**config.mk**
```make
export PLATFORM = sky130hd
export DESIGN_NAME = multi_servo_slew_ramp_core
export DESIGN_NICKNAME = d
export VERILOG_FILES = /design/src/hdl/msr_pkg.sv /design/src/hdl/msr_ctrl.sv /design/src/hdl/msr_datapath.sv /design/src/hdl/multi_servo_slew_ramp_core.sv
export SDC_FILE = /design/constraint.sdc
export NUM_CORES = 1
export LEC_CHECK = 0
export BUFFER_PORTS_ARGS = -buffer_cell sky130_fd_sc_hd__buf_2
export CAP_MARGIN = 20
export CORE_MARGIN = 3
export CORE_UTILIZATION = 55
export CTS_CLUSTER_DIAMETER = 150
export DETAILED_ROUTE_END_ITERATION = 8
export HOLD_SLACK_MARGIN = 0.06
export MAX_ROUTING_LAYER = met4
export PLACE_DENSITY = 0.72
export SETUP_SLACK_MARGIN = 0.3
export SYNTH_ARGS = -nofsm -noshare
export SYNTH_HDL_FRONTEND = slang
export SYNTH_SLANG_ARGS = --single-unit
```
**constraint.sdc**
```tcl
create_clock -name clk -period 8.7 [get_ports clk]
set_clock_uncertainty 0.05 [all_clocks]
set_input_delay 0.435 -clock clk [delete_from_list [all_inputs] [get_ports clk]]
set_output_delay 0.435 -clock clk [all_outputs]
set_load 0.05 [all_outputs]
```
**src/hdl/msr_pkg.sv**
```systemverilog
// ----------------------------------------------------------------------------
// msr_pkg
// shared types and constants of the multi-channel servo slew ramp
// ----------------------------------------------------------------------------
package msr_pkg;

    localparam int CHANNELS_DEF = 6;

    localparam int PULSE_W  = 13;
    localparam int PERIOD_W = 15;
    localparam int COUNT_W  = 16;
    localparam int CHAN_W   = 3;

    localparam int IN_DATA_W  = 32;
    localparam int OUT_DATA_W = 24;

    // configuration register indexes
    localparam logic CFG_MIN_PULSE = 1'b0;
    localparam logic CFG_MAX_PULSE = 1'b1;

    // input kinds
    localparam logic ACT_TICK = 1'b0;
    localparam logic ACT_SET  = 1'b1;

    localparam logic [PULSE_W-1:0] MIN_PULSE_RST = PULSE_W'(180);
    localparam logic [PULSE_W-1:0] MAX_PULSE_RST = PULSE_W'(900);
    localparam logic [PULSE_W-1:0] PULSE_RST     = PULSE_W'((180 + 900) / 2);
    localparam logic [PERIOD_W-1:0] PERIOD_RST   = PERIOD_W'(1);
    localparam logic [COUNT_W-1:0] COUNT_MAX     = {COUNT_W{1'b1}};

    // controller to datapath commands
    typedef struct packed {
        logic load;       // latch the incoming request
        logic tick_step;  // update one channel for a tick and present it
        logic set_step;   // apply the latched set request if it can be taken and present it
        logic last;       // final result of this request
    } msr_cmd_t;

endpackage

```
**src/hdl/msr_ctrl.sv**
```systemverilog
// ----------------------------------------------------------------------------
// msr_ctrl
// sequencer: takes a request, then walks the channels or applies one set
// ----------------------------------------------------------------------------
module msr_ctrl #(
    parameter int CHANNELS = msr_pkg::CHANNELS_DEF,
    parameter int IDX_W    = (CHANNELS > 1) ? $clog2(CHANNELS) : 1
) (
    input  logic             clk,
    input  logic             rst_n,
    input  logic             s_tvalid,
    input  logic             s_tuser,
    output logic             s_tready,
    input  logic             out_free,
    output msr_pkg::msr_cmd_t cmd,
    output logic [IDX_W-1:0] idx
);

    localparam logic [1:0] ST_IDLE = 2'd0;
    localparam logic [1:0] ST_TICK = 2'd1;
    localparam logic [1:0] ST_SET  = 2'd2;

    localparam logic [IDX_W-1:0] LAST_IDX = IDX_W'(CHANNELS - 1);

    logic [1:0]       state_reg, state_next;
    logic [IDX_W-1:0] idx_reg, idx_next;

    always_ff @(posedge clk or negedge rst_n)
    begin
        if (!rst_n)
        begin
            state_reg <= ST_IDLE;
            idx_reg   <= '0;
        end
        else
        begin
            state_reg <= state_next;
            idx_reg   <= idx_next;
        end
    end

    always_comb
    begin
        state_next    = state_reg;
        idx_next      = idx_reg;
        s_tready      = 1'b0;
        cmd           = '0;
        case (state_reg)
            ST_IDLE:
            begin
                s_tready = 1'b1;
                if (s_tvalid)
                begin
                    cmd.load = 1'b1;
                    idx_next = '0;
                    state_next = (s_tuser == msr_pkg::ACT_SET) ? ST_SET : ST_TICK;
                end
            end
            ST_TICK:
            begin
                if (out_free)
                begin
                    cmd.tick_step = 1'b1;
                    cmd.last      = (idx_reg == LAST_IDX);
                    if (idx_reg == LAST_IDX)
                    begin
                        state_next = ST_IDLE;
                    end
                    else
                    begin
                        idx_next = idx_reg + 1'b1;
                    end
                end
            end
            ST_SET:
            begin
                if (out_free)
                begin
                    cmd.set_step = 1'b1;
                    cmd.last     = 1'b1;
                    state_next   = ST_IDLE;
                end
            end
            default:
            begin
                state_next = ST_IDLE;
            end
        endcase
    end

    assign idx = idx_reg;

endmodule

```
**src/hdl/msr_datapath.sv**
```systemverilog
// ----------------------------------------------------------------------------
// msr_datapath
// per-channel ramp state, limit registers, update logic and output register
// ----------------------------------------------------------------------------
module msr_datapath #(
    parameter int CHANNELS = msr_pkg::CHANNELS_DEF,
    parameter int IDX_W    = (CHANNELS > 1) ? $clog2(CHANNELS) : 1
) (
    input  logic                                clk,
    input  logic                                rst_n,
    input  logic                                cfg_we,
    input  logic                                cfg_index,
    input  logic [msr_pkg::PULSE_W-1:0]         cfg_data,
    input  logic [msr_pkg::CHAN_W-1:0]          in_channel,
    input  logic [msr_pkg::PULSE_W-1:0]         in_target,
    input  logic [msr_pkg::PERIOD_W-1:0]        in_period,
    input  msr_pkg::msr_cmd_t                   cmd,
    input  logic [IDX_W-1:0]                    idx,
    output logic                                out_free,
    output logic                                m_tvalid,
    input  logic                                m_tready,
    output logic [msr_pkg::CHAN_W-1:0]          o_channel,
    output logic [msr_pkg::PULSE_W-1:0]         o_pulse,
    output logic                                o_moving,
    output logic                                o_accepted,
    output logic                                o_last
);

    localparam int PW = msr_pkg::PULSE_W;
    localparam int QW = msr_pkg::PERIOD_W;
    localparam int CW = msr_pkg::COUNT_W;

    logic [PW-1:0] min_reg, max_reg;
    logic [msr_pkg::CHAN_W-1:0] ch_reg;
    logic [PW-1:0] tgt_reg;
    logic [QW-1:0] per_reg;

    logic [PW-1:0] cur_reg  [CHANNELS];
    logic [PW-1:0] goal_reg [CHANNELS];
    logic [CW-1:0] cnt_reg  [CHANNELS];
    logic [QW-1:0] pst_reg  [CHANNELS];
    logic [CHANNELS-1:0] run_reg;
    logic [CHANNELS-1:0] down_reg;

    logic                       out_valid_reg;
    logic [msr_pkg::CHAN_W-1:0] o_channel_reg;
    logic [PW-1:0]              o_pulse_reg;
    logic                       o_moving_reg, o_accepted_reg, o_last_reg;

    // channel addressed by the set request
    logic [15:0]      set_wide;
    logic [IDX_W-1:0] set_idx;
    logic             set_valid;
    logic [15:0]      tick_wide;

    // tick update of the visited channel
    logic [PW-1:0] t_cur, t_cur_next;
    logic [CW-1:0] t_cnt, t_cnt_inc, t_cnt_next;
    logic [QW-1:0] t_per;
    logic          t_run, t_run_next;

    // set request
    logic [PW-1:0] s_lo, s_goal;
    logic          s_run, s_take;

    assign set_wide  = 16'(ch_reg);
    assign set_idx   = set_wide[IDX_W-1:0];
    assign set_valid = ({2'b00, ch_reg} < 5'(CHANNELS));
    assign tick_wide = 16'(idx);

    always_comb
    begin
        t_cur      = cur_reg[idx];
        t_cnt      = cnt_reg[idx];
        t_run      = run_reg[idx];
        t_per      = (pst_reg[idx] == '0) ? QW'(1) : pst_reg[idx];
        t_cnt_inc  = (t_cnt == msr_pkg::COUNT_MAX) ? t_cnt : t_cnt + 1'b1;
        t_cur_next = t_cur;
        t_cnt_next = t_cnt;
        t_run_next = t_run;
        if (t_run)
        begin
            if (t_cur == goal_reg[idx])
            begin
                t_run_next = 1'b0;
            end
            else if (t_cnt_inc >= CW'(t_per))
            begin
                t_cnt_next = '0;
                t_cur_next = down_reg[idx] ? t_cur - 1'b1 : t_cur + 1'b1;
            end
            else
            begin
                t_cnt_next = t_cnt_inc;
            end
        end
    end

    always_comb
    begin
        s_lo   = (tgt_reg <= min_reg) ? min_reg : tgt_reg;
        s_goal = (s_lo >= max_reg) ? max_reg : s_lo;
        s_run  = run_reg[set_idx];
        s_take = set_valid && !s_run;
    end

    assign out_free = !out_valid_reg || m_tready;

    always_ff @(posedge clk or negedge rst_n)
    begin
        if (!rst_n)
        begin
            min_reg <= msr_pkg::MIN_PULSE_RST;
            max_reg <= msr_pkg::MAX_PULSE_RST;
        end
        else if (cfg_we)
        begin
            if (cfg_index == msr_pkg::CFG_MIN_PULSE)
            begin
                min_reg <= cfg_data;
            end
            else
            begin
                max_reg <= cfg_data;
            end
        end
    end

    always_ff @(posedge clk)
    begin
        if (cmd.load)
        begin
            ch_reg  <= in_channel;
            tgt_reg <= in_target;
            per_reg <= in_period;
        end
    end

    always_ff @(posedge clk or negedge rst_n)
    begin
        if (!rst_n)
        begin
            for (int c = 0; c < CHANNELS; c++)
            begin
                cur_reg[c]  <= msr_pkg::PULSE_RST;
                goal_reg[c] <= msr_pkg::PULSE_RST;
                cnt_reg[c]  <= '0;
                pst_reg[c]  <= msr_pkg::PERIOD_RST;
            end
            run_reg  <= '0;
            down_reg <= '0;
        end
        else if (cmd.tick_step)
        begin
            cur_reg[idx] <= t_cur_next;
            cnt_reg[idx] <= t_cnt_next;
            run_reg[idx] <= t_run_next;
        end
        else if (cmd.set_step && s_take)
        begin
            // count is left alone on purpose
            goal_reg[set_idx] <= s_goal;
            pst_reg[set_idx]  <= per_reg;
            down_reg[set_idx] <= (cur_reg[set_idx] >= s_goal);
            run_reg[set_idx]  <= 1'b1;
        end
    end

    always_ff @(posedge clk or negedge rst_n)
    begin
        if (!rst_n)
        begin
            out_valid_reg <= 1'b0;
        end
        else if (cmd.tick_step || cmd.set_step)
        begin
            out_valid_reg <= 1'b1;
        end
        else if (m_tready)
        begin
            out_valid_reg <= 1'b0;
        end
    end

    always_ff @(posedge clk)
    begin
        if (cmd.tick_step)
        begin
            o_channel_reg  <= tick_wide[msr_pkg::CHAN_W-1:0];
            o_pulse_reg    <= t_cur_next;
            o_moving_reg   <= t_run_next;
            o_accepted_reg <= 1'b0;
            o_last_reg     <= cmd.last;
        end
        else if (cmd.set_step)
        begin
            o_channel_reg  <= ch_reg;
            o_pulse_reg    <= set_valid ? cur_reg[set_idx] : '0;
            o_moving_reg   <= set_valid;
            o_accepted_reg <= s_take;
            o_last_reg     <= cmd.last;
        end
    end

    assign m_tvalid   = out_valid_reg;
    assign o_channel  = o_channel_reg;
    assign o_pulse    = o_pulse_reg;
    assign o_moving   = o_moving_reg;
    assign o_accepted = o_accepted_reg;
    assign o_last     = o_last_reg;

endmodule

```
**src/hdl/multi_servo_slew_ramp_core.sv**
```systemverilog
// ----------------------------------------------------------------------------
// multi_servo_slew_ramp_core
// slew-rate limited pulse-width ramps for a bank of servo channels
// ----------------------------------------------------------------------------
// input stream: s_tuser selects a tick (0) or a set-target request (1);
// s_tdata carries channel, target and step period
// a tick returns one result per channel in channel order, the final one with
// m_tlast set; a set request returns a single result with m_tlast set
// a request is taken only while the sequencer is idle; after that a tick
// steps through the channels one at a time and a set is applied once;
// each step waits for the output register to be free
// the request is latched first; each result is then registered at the output
// results sit in an output register; while the receiver stalls, the
// sequencer holds its steps and no channel state changes until the result is taken
// min_pulse and max_pulse are written over cfg_we / cfg_index / cfg_data
// and affect only later set requests
// reset returns every channel to a stopped state at the mid pulse width and
// restores the default limits; no clearing pass is needed
// ----------------------------------------------------------------------------
module multi_servo_slew_ramp_core #(
    parameter int CHANNELS = msr_pkg::CHANNELS_DEF
) (
    input  logic                              clk,
    input  logic                              rst_n,
    input  logic                              cfg_we,
    input  logic                              cfg_index,
    input  logic [msr_pkg::PULSE_W-1:0]       cfg_data,
    input  logic                              s_tvalid,
    output logic                              s_tready,
    // [2:0] channel, [15:3] target, [30:16] step_period, [31] zero
    input  logic [msr_pkg::IN_DATA_W-1:0]     s_tdata,
    // [0] action
    input  logic                              s_tuser,
    output logic                              m_tvalid,
    input  logic                              m_tready,
    // [2:0] out_channel, [15:3] pulse_width, [16] moving, [17] accepted, [23:18] zero
    output logic [msr_pkg::OUT_DATA_W-1:0]    m_tdata,
    output logic                              m_tlast
);

    localparam int IDX_W = (CHANNELS > 1) ? $clog2(CHANNELS) : 1;

    msr_pkg::msr_cmd_t          cmd;
    logic [IDX_W-1:0]           idx;
    logic                       out_free;
    logic [msr_pkg::CHAN_W-1:0] o_channel;
    logic [msr_pkg::PULSE_W-1:0] o_pulse;
    logic                       o_moving, o_accepted;

    msr_ctrl #(
        .CHANNELS (CHANNELS),
        .IDX_W    (IDX_W)
    ) u_ctrl (
        .clk      (clk),
        .rst_n    (rst_n),
        .s_tvalid (s_tvalid),
        .s_tuser  (s_tuser),
        .s_tready (s_tready),
        .out_free (out_free),
        .cmd      (cmd),
        .idx      (idx)
    );

    msr_datapath #(
        .CHANNELS (CHANNELS),
        .IDX_W    (IDX_W)
    ) u_dp (
        .clk        (clk),
        .rst_n      (rst_n),
        .cfg_we     (cfg_we),
        .cfg_index  (cfg_index),
        .cfg_data   (cfg_data),
        .in_channel (s_tdata[2:0]),
        .in_target  (s_tdata[15:3]),
        .in_period  (s_tdata[30:16]),
        .cmd        (cmd),
        .idx        (idx),
        .out_free   (out_free),
        .m_tvalid   (m_tvalid),
        .m_tready   (m_tready),
        .o_channel  (o_channel),
        .o_pulse    (o_pulse),
        .o_moving   (o_moving),
        .o_accepted (o_accepted),
        .o_last     (m_tlast)
    );

    assign m_tdata = {6'b000000, o_accepted, o_moving, o_pulse, o_channel};

`ifndef SYNTH
    // a taken set leaves the channel running and ends the request
    a_accept_moving_last: assert property (@(posedge clk) disable iff (!rst_n)
        m_tvalid && m_tdata[17] |-> m_tdata[16] && m_tlast)
        else $error("accepted set without moving or last");

    // no new request while one is in progress
    a_one_request: assert property (@(posedge clk) disable iff (!rst_n)
        s_tvalid && s_tready |=> !s_tready)
        else $error("request taken while busy");

    // a stalled result is never overwritten
    a_stall_hold: assert property (@(posedge clk) disable iff (!rst_n)
        m_tvalid && !m_tready |=> m_tvalid && $stable(m_tdata) && $stable(m_tlast))
        else $error("result changed during stall");
`endif

endmodule
```
==> results.md <==
* Outcome: finished clean
* Cell area after layout at 25,900 um^2
* Dpl ws at 2.28 ns
* Arrival time worst endpoint at 6.90 ns
* HP Class: input pin to flip-flop
* Slowest-stage cell, CP: inv_1
* Die H at 210 um
* Clock power frac at 25.0%
* Total power at 8.50 mW
* Vias after detailed routing at 16,800
* Hold path cells at 3
* PortBufs at 71
* TritonCTS buffer count at 47
* Initial Util at 55.9%
* Util after Layout at 63.2%
* Number of setup violations in the final report at 0
* Vias in the first global route at 16,900
* Routability cong. at 0.929
* Cell Area, Synth at 22,900 um^2
* Fillers at 3,188
* Top cells by count, synth: dfrtp_1 (324), nand2_1 (297), mux2_2 (212)
* Reg area at 11,200 um^2
* R2R Setup Slk at 2.03 ns
* Least-Margin Pin Slew at 1.03 ns
* Dpl hpwl at 38.1 mm
* Clock root buffer: clkbuf_16
* Antenna violations before repair at 0
* P_sw at 3.33 mW
* Slowest stage delay, CP at 0.81 ns
* Final worst path period need at 6.67 ns
* Register-to-Register Path Depth at 18
* Cells along the critical path: buf_4 -> inv_1 -> a221oi_1 -> or2_2 -> nor3_1 -> nand3_1 -> nand3b_1 -> a21boi_0 -> ha_1 -> a21o_1 -> a21oi_1 -> o21ai_0 -> a211oi_1 -> o21ai_0 -> o21ba_2 -> nor2b_4 -> mux2i_1 -> o2bb2ai_1
* Cell with the most instances after synthesis: dfrtp_1
* H-tree levels at 2
* WS Path Type: flip-flop to flip-flop
* Synth Flop Type: dfrtp_1
* Async S/R FF share, synth at 88.5%
* Cells after Synth at 2,113
* DR DRC count at 0
* Syn-to-layout area delta at 13.0%
* Largest net degree at the start of global routing at 121
* Row count at 74
* Max Fclk at 0.150 GHz
* Ports at 79
* Post-route clock period utilization at 76.6%
* Antenna diodes at 0
* Peak supply drop at 213 uV
* Layout cell share with drive strength beyond 1 at 24.2%
* Max FFs per register at 96
* Setup bufs post-CTS at 0
* Setup repair after global routing missed its margin: false
* Post-route insts no fill at 2,767
* Pleak at 11.3 nW
* 1st-iter DRT viols at 1,265
* Worst-Skew Late Latency at 0.60 ns
* DRT Pass-1 Iters at 6
* Hold_ws at 0.184 ns
* Yosys cell types at 81
* PwrDens at 328 nW/um^2
* Grt total ovfl at 0
* Hold Startpoint: m_tready
* Critical Path RT at 8.94 ns
* Setup total negative slack at 0 ns
* Mapped Avg Cell Area at 10.9 um^2
* Crit-path max FO at 30
* Core ar. at 41,000 um^2
* Yosys warns at 0
* Final hold vios at 0
* Sequential share of the synthesized area at 48.9%
* Placed Instance Area at 23,800 um^2
* Headroom to the max-slew limit at 31.4%
* DR WL/cell at 21.2 um
* Worst setup EP type: flip-flop
* Total track usage at 27.6%
* Slew Viols, Final at 0
* Comb pwr share at 40.9%
* CTS tree: yes
* Clock Tree Buf Depth at 3
* Worst r2r dst: u_dp.o_pulse[3]
* First-pass GRT wire length at 93.4 mm
* Die width at 210 um
* Post-synth top area share at 35.3%
* Setup ws final at 2.03 ns
* Maxcap violations at 0
* # placed instances at 2,633
* Register bit total from synthesis at 436
* Dominant cell type by area after synthesis: dfrtp_1
* Internal power at 5.17 mW
* Nets at 2,321
* DR vias/cell at 6.07
* Most frequent CP cell: o21ai_0
* EDFF count, synth at 49
* Detailed Route WL at 58.6 mm
* Sequential Power Share at 34.1%
* Hold Path End: u_dp.m_tvalid
* Clock transition at the registers of the reported paths at 0.06 ns
* Sw frac at 39.2%
* Number of routed nets with antenna violations at 0
* RR Startpoint: u_ctrl.idx[1]
* Die area at 44,200 um^2
* Area of the multi-input gates at 11,000 um^2
* Clk sinks at 436
* Synth area leaders: dfrtp_1 (35%), mux2_2 (10%), dfstp_2 (7.1%)
* Worst setup SP type: flip-flop
[layer usage]
layer | wire length [um] | track usage [%]
met1 | 25600 | 37.0
met2 | 27700 | 43.9
met3 | 3920 | 4.29
met4 | 1420 | 8.30
met5 | 0 | -
[layout by cell type, fill, tap and decap left out, drive strengths merged, types with 11 or more instances in the layout]
master	instances
dfrtp	324
nand2	297
o21ai	224
mux2	213
mux2i	127
buf	114
nor2	99
a21oi	82
ha	71
clkbuf	69
dfstp	62
inv	59
edfxtp	49
dlygate4sd3	46
xnor2	35
nand2b	33
mux4	32
nand3	24
xor2	22
o22ai	20
nor2b	15
a221oi	14
o2bb2ai	13
nor3	13
clkinv	13
o31ai	12
nand4	11
a211oi	11
[critical path: cells and delay by family (launching register included)]
family,cells,cell delay (ns)
flops,1,0.65
simple gates,5,1.62
compound gates,9,1.95
buf+inv,2,1.16
mux,1,0.58
fa+ha+maj,1,0.28
[kinds of logic (layout without fill, tap and decap cells)]
family          Yosys count  in the layout  share of synthesized area (%)
flops                   436            436                           48.9
other cells               1              6                         0.0163
simple gates            535            535                           10.3
mux                     372            372                           19.3
buf+inv                 189            306                           3.49
xor+xnor                 57             57                           2.21
fa+ha+maj                72             72                           3.96
compound gates          451            451                           11.8
[repair_timing]
action	CTS	global route
gates resized for setup	0	0
endpoints found under the hold margin	174	0
hold buffers	46	0
[worst max path at each step]
stage | start | to | slack, ns | cells after the start
after floorplan | u_dp.tgt_reg[1] | u_dp.down_reg[0] | 3.02 | 28
after global placement | u_ctrl.idx[1] | u_dp.o_pulse[3] | 2.23 | 18
after detailed placement | u_ctrl.idx[1] | u_dp.o_pulse[3] | 2.28 | 18
after CTS | u_ctrl.idx[1] | u_dp.o_pulse[3] | 2.23 | 18
after global routing | u_ctrl.idx[1] | u_dp.o_pulse[3] | 1.62 | 18
final | u_ctrl.idx[1] | u_dp.o_pulse[3] | 2.03 | 18
[power groups by stage]
stage / Sequential [mW] / Clock [mW] / Combinational [mW]
global placement: 2.89 / 0 / 3.31
finish: 2.90 / 2.12 / 3.47
global route: 2.95 / 2.24 / 3.78
CTS: 2.89 / 2.16 / 3.44
floorplan: 2.92 / 0 / 2.44
detailed placement: 2.92 / 0 / 3.40
[cell type report]
class	instances	area share [%]
clock inverters	18	0.878
repair buffers	160	4.51
flip-flops and latches	436	43.3
clock buffers	69	5.53
multi-input cells	1493	42.3
inverters	59	0.854
well taps	532	2.57
No activity file was read; power rests on OpenSTA's default activity.
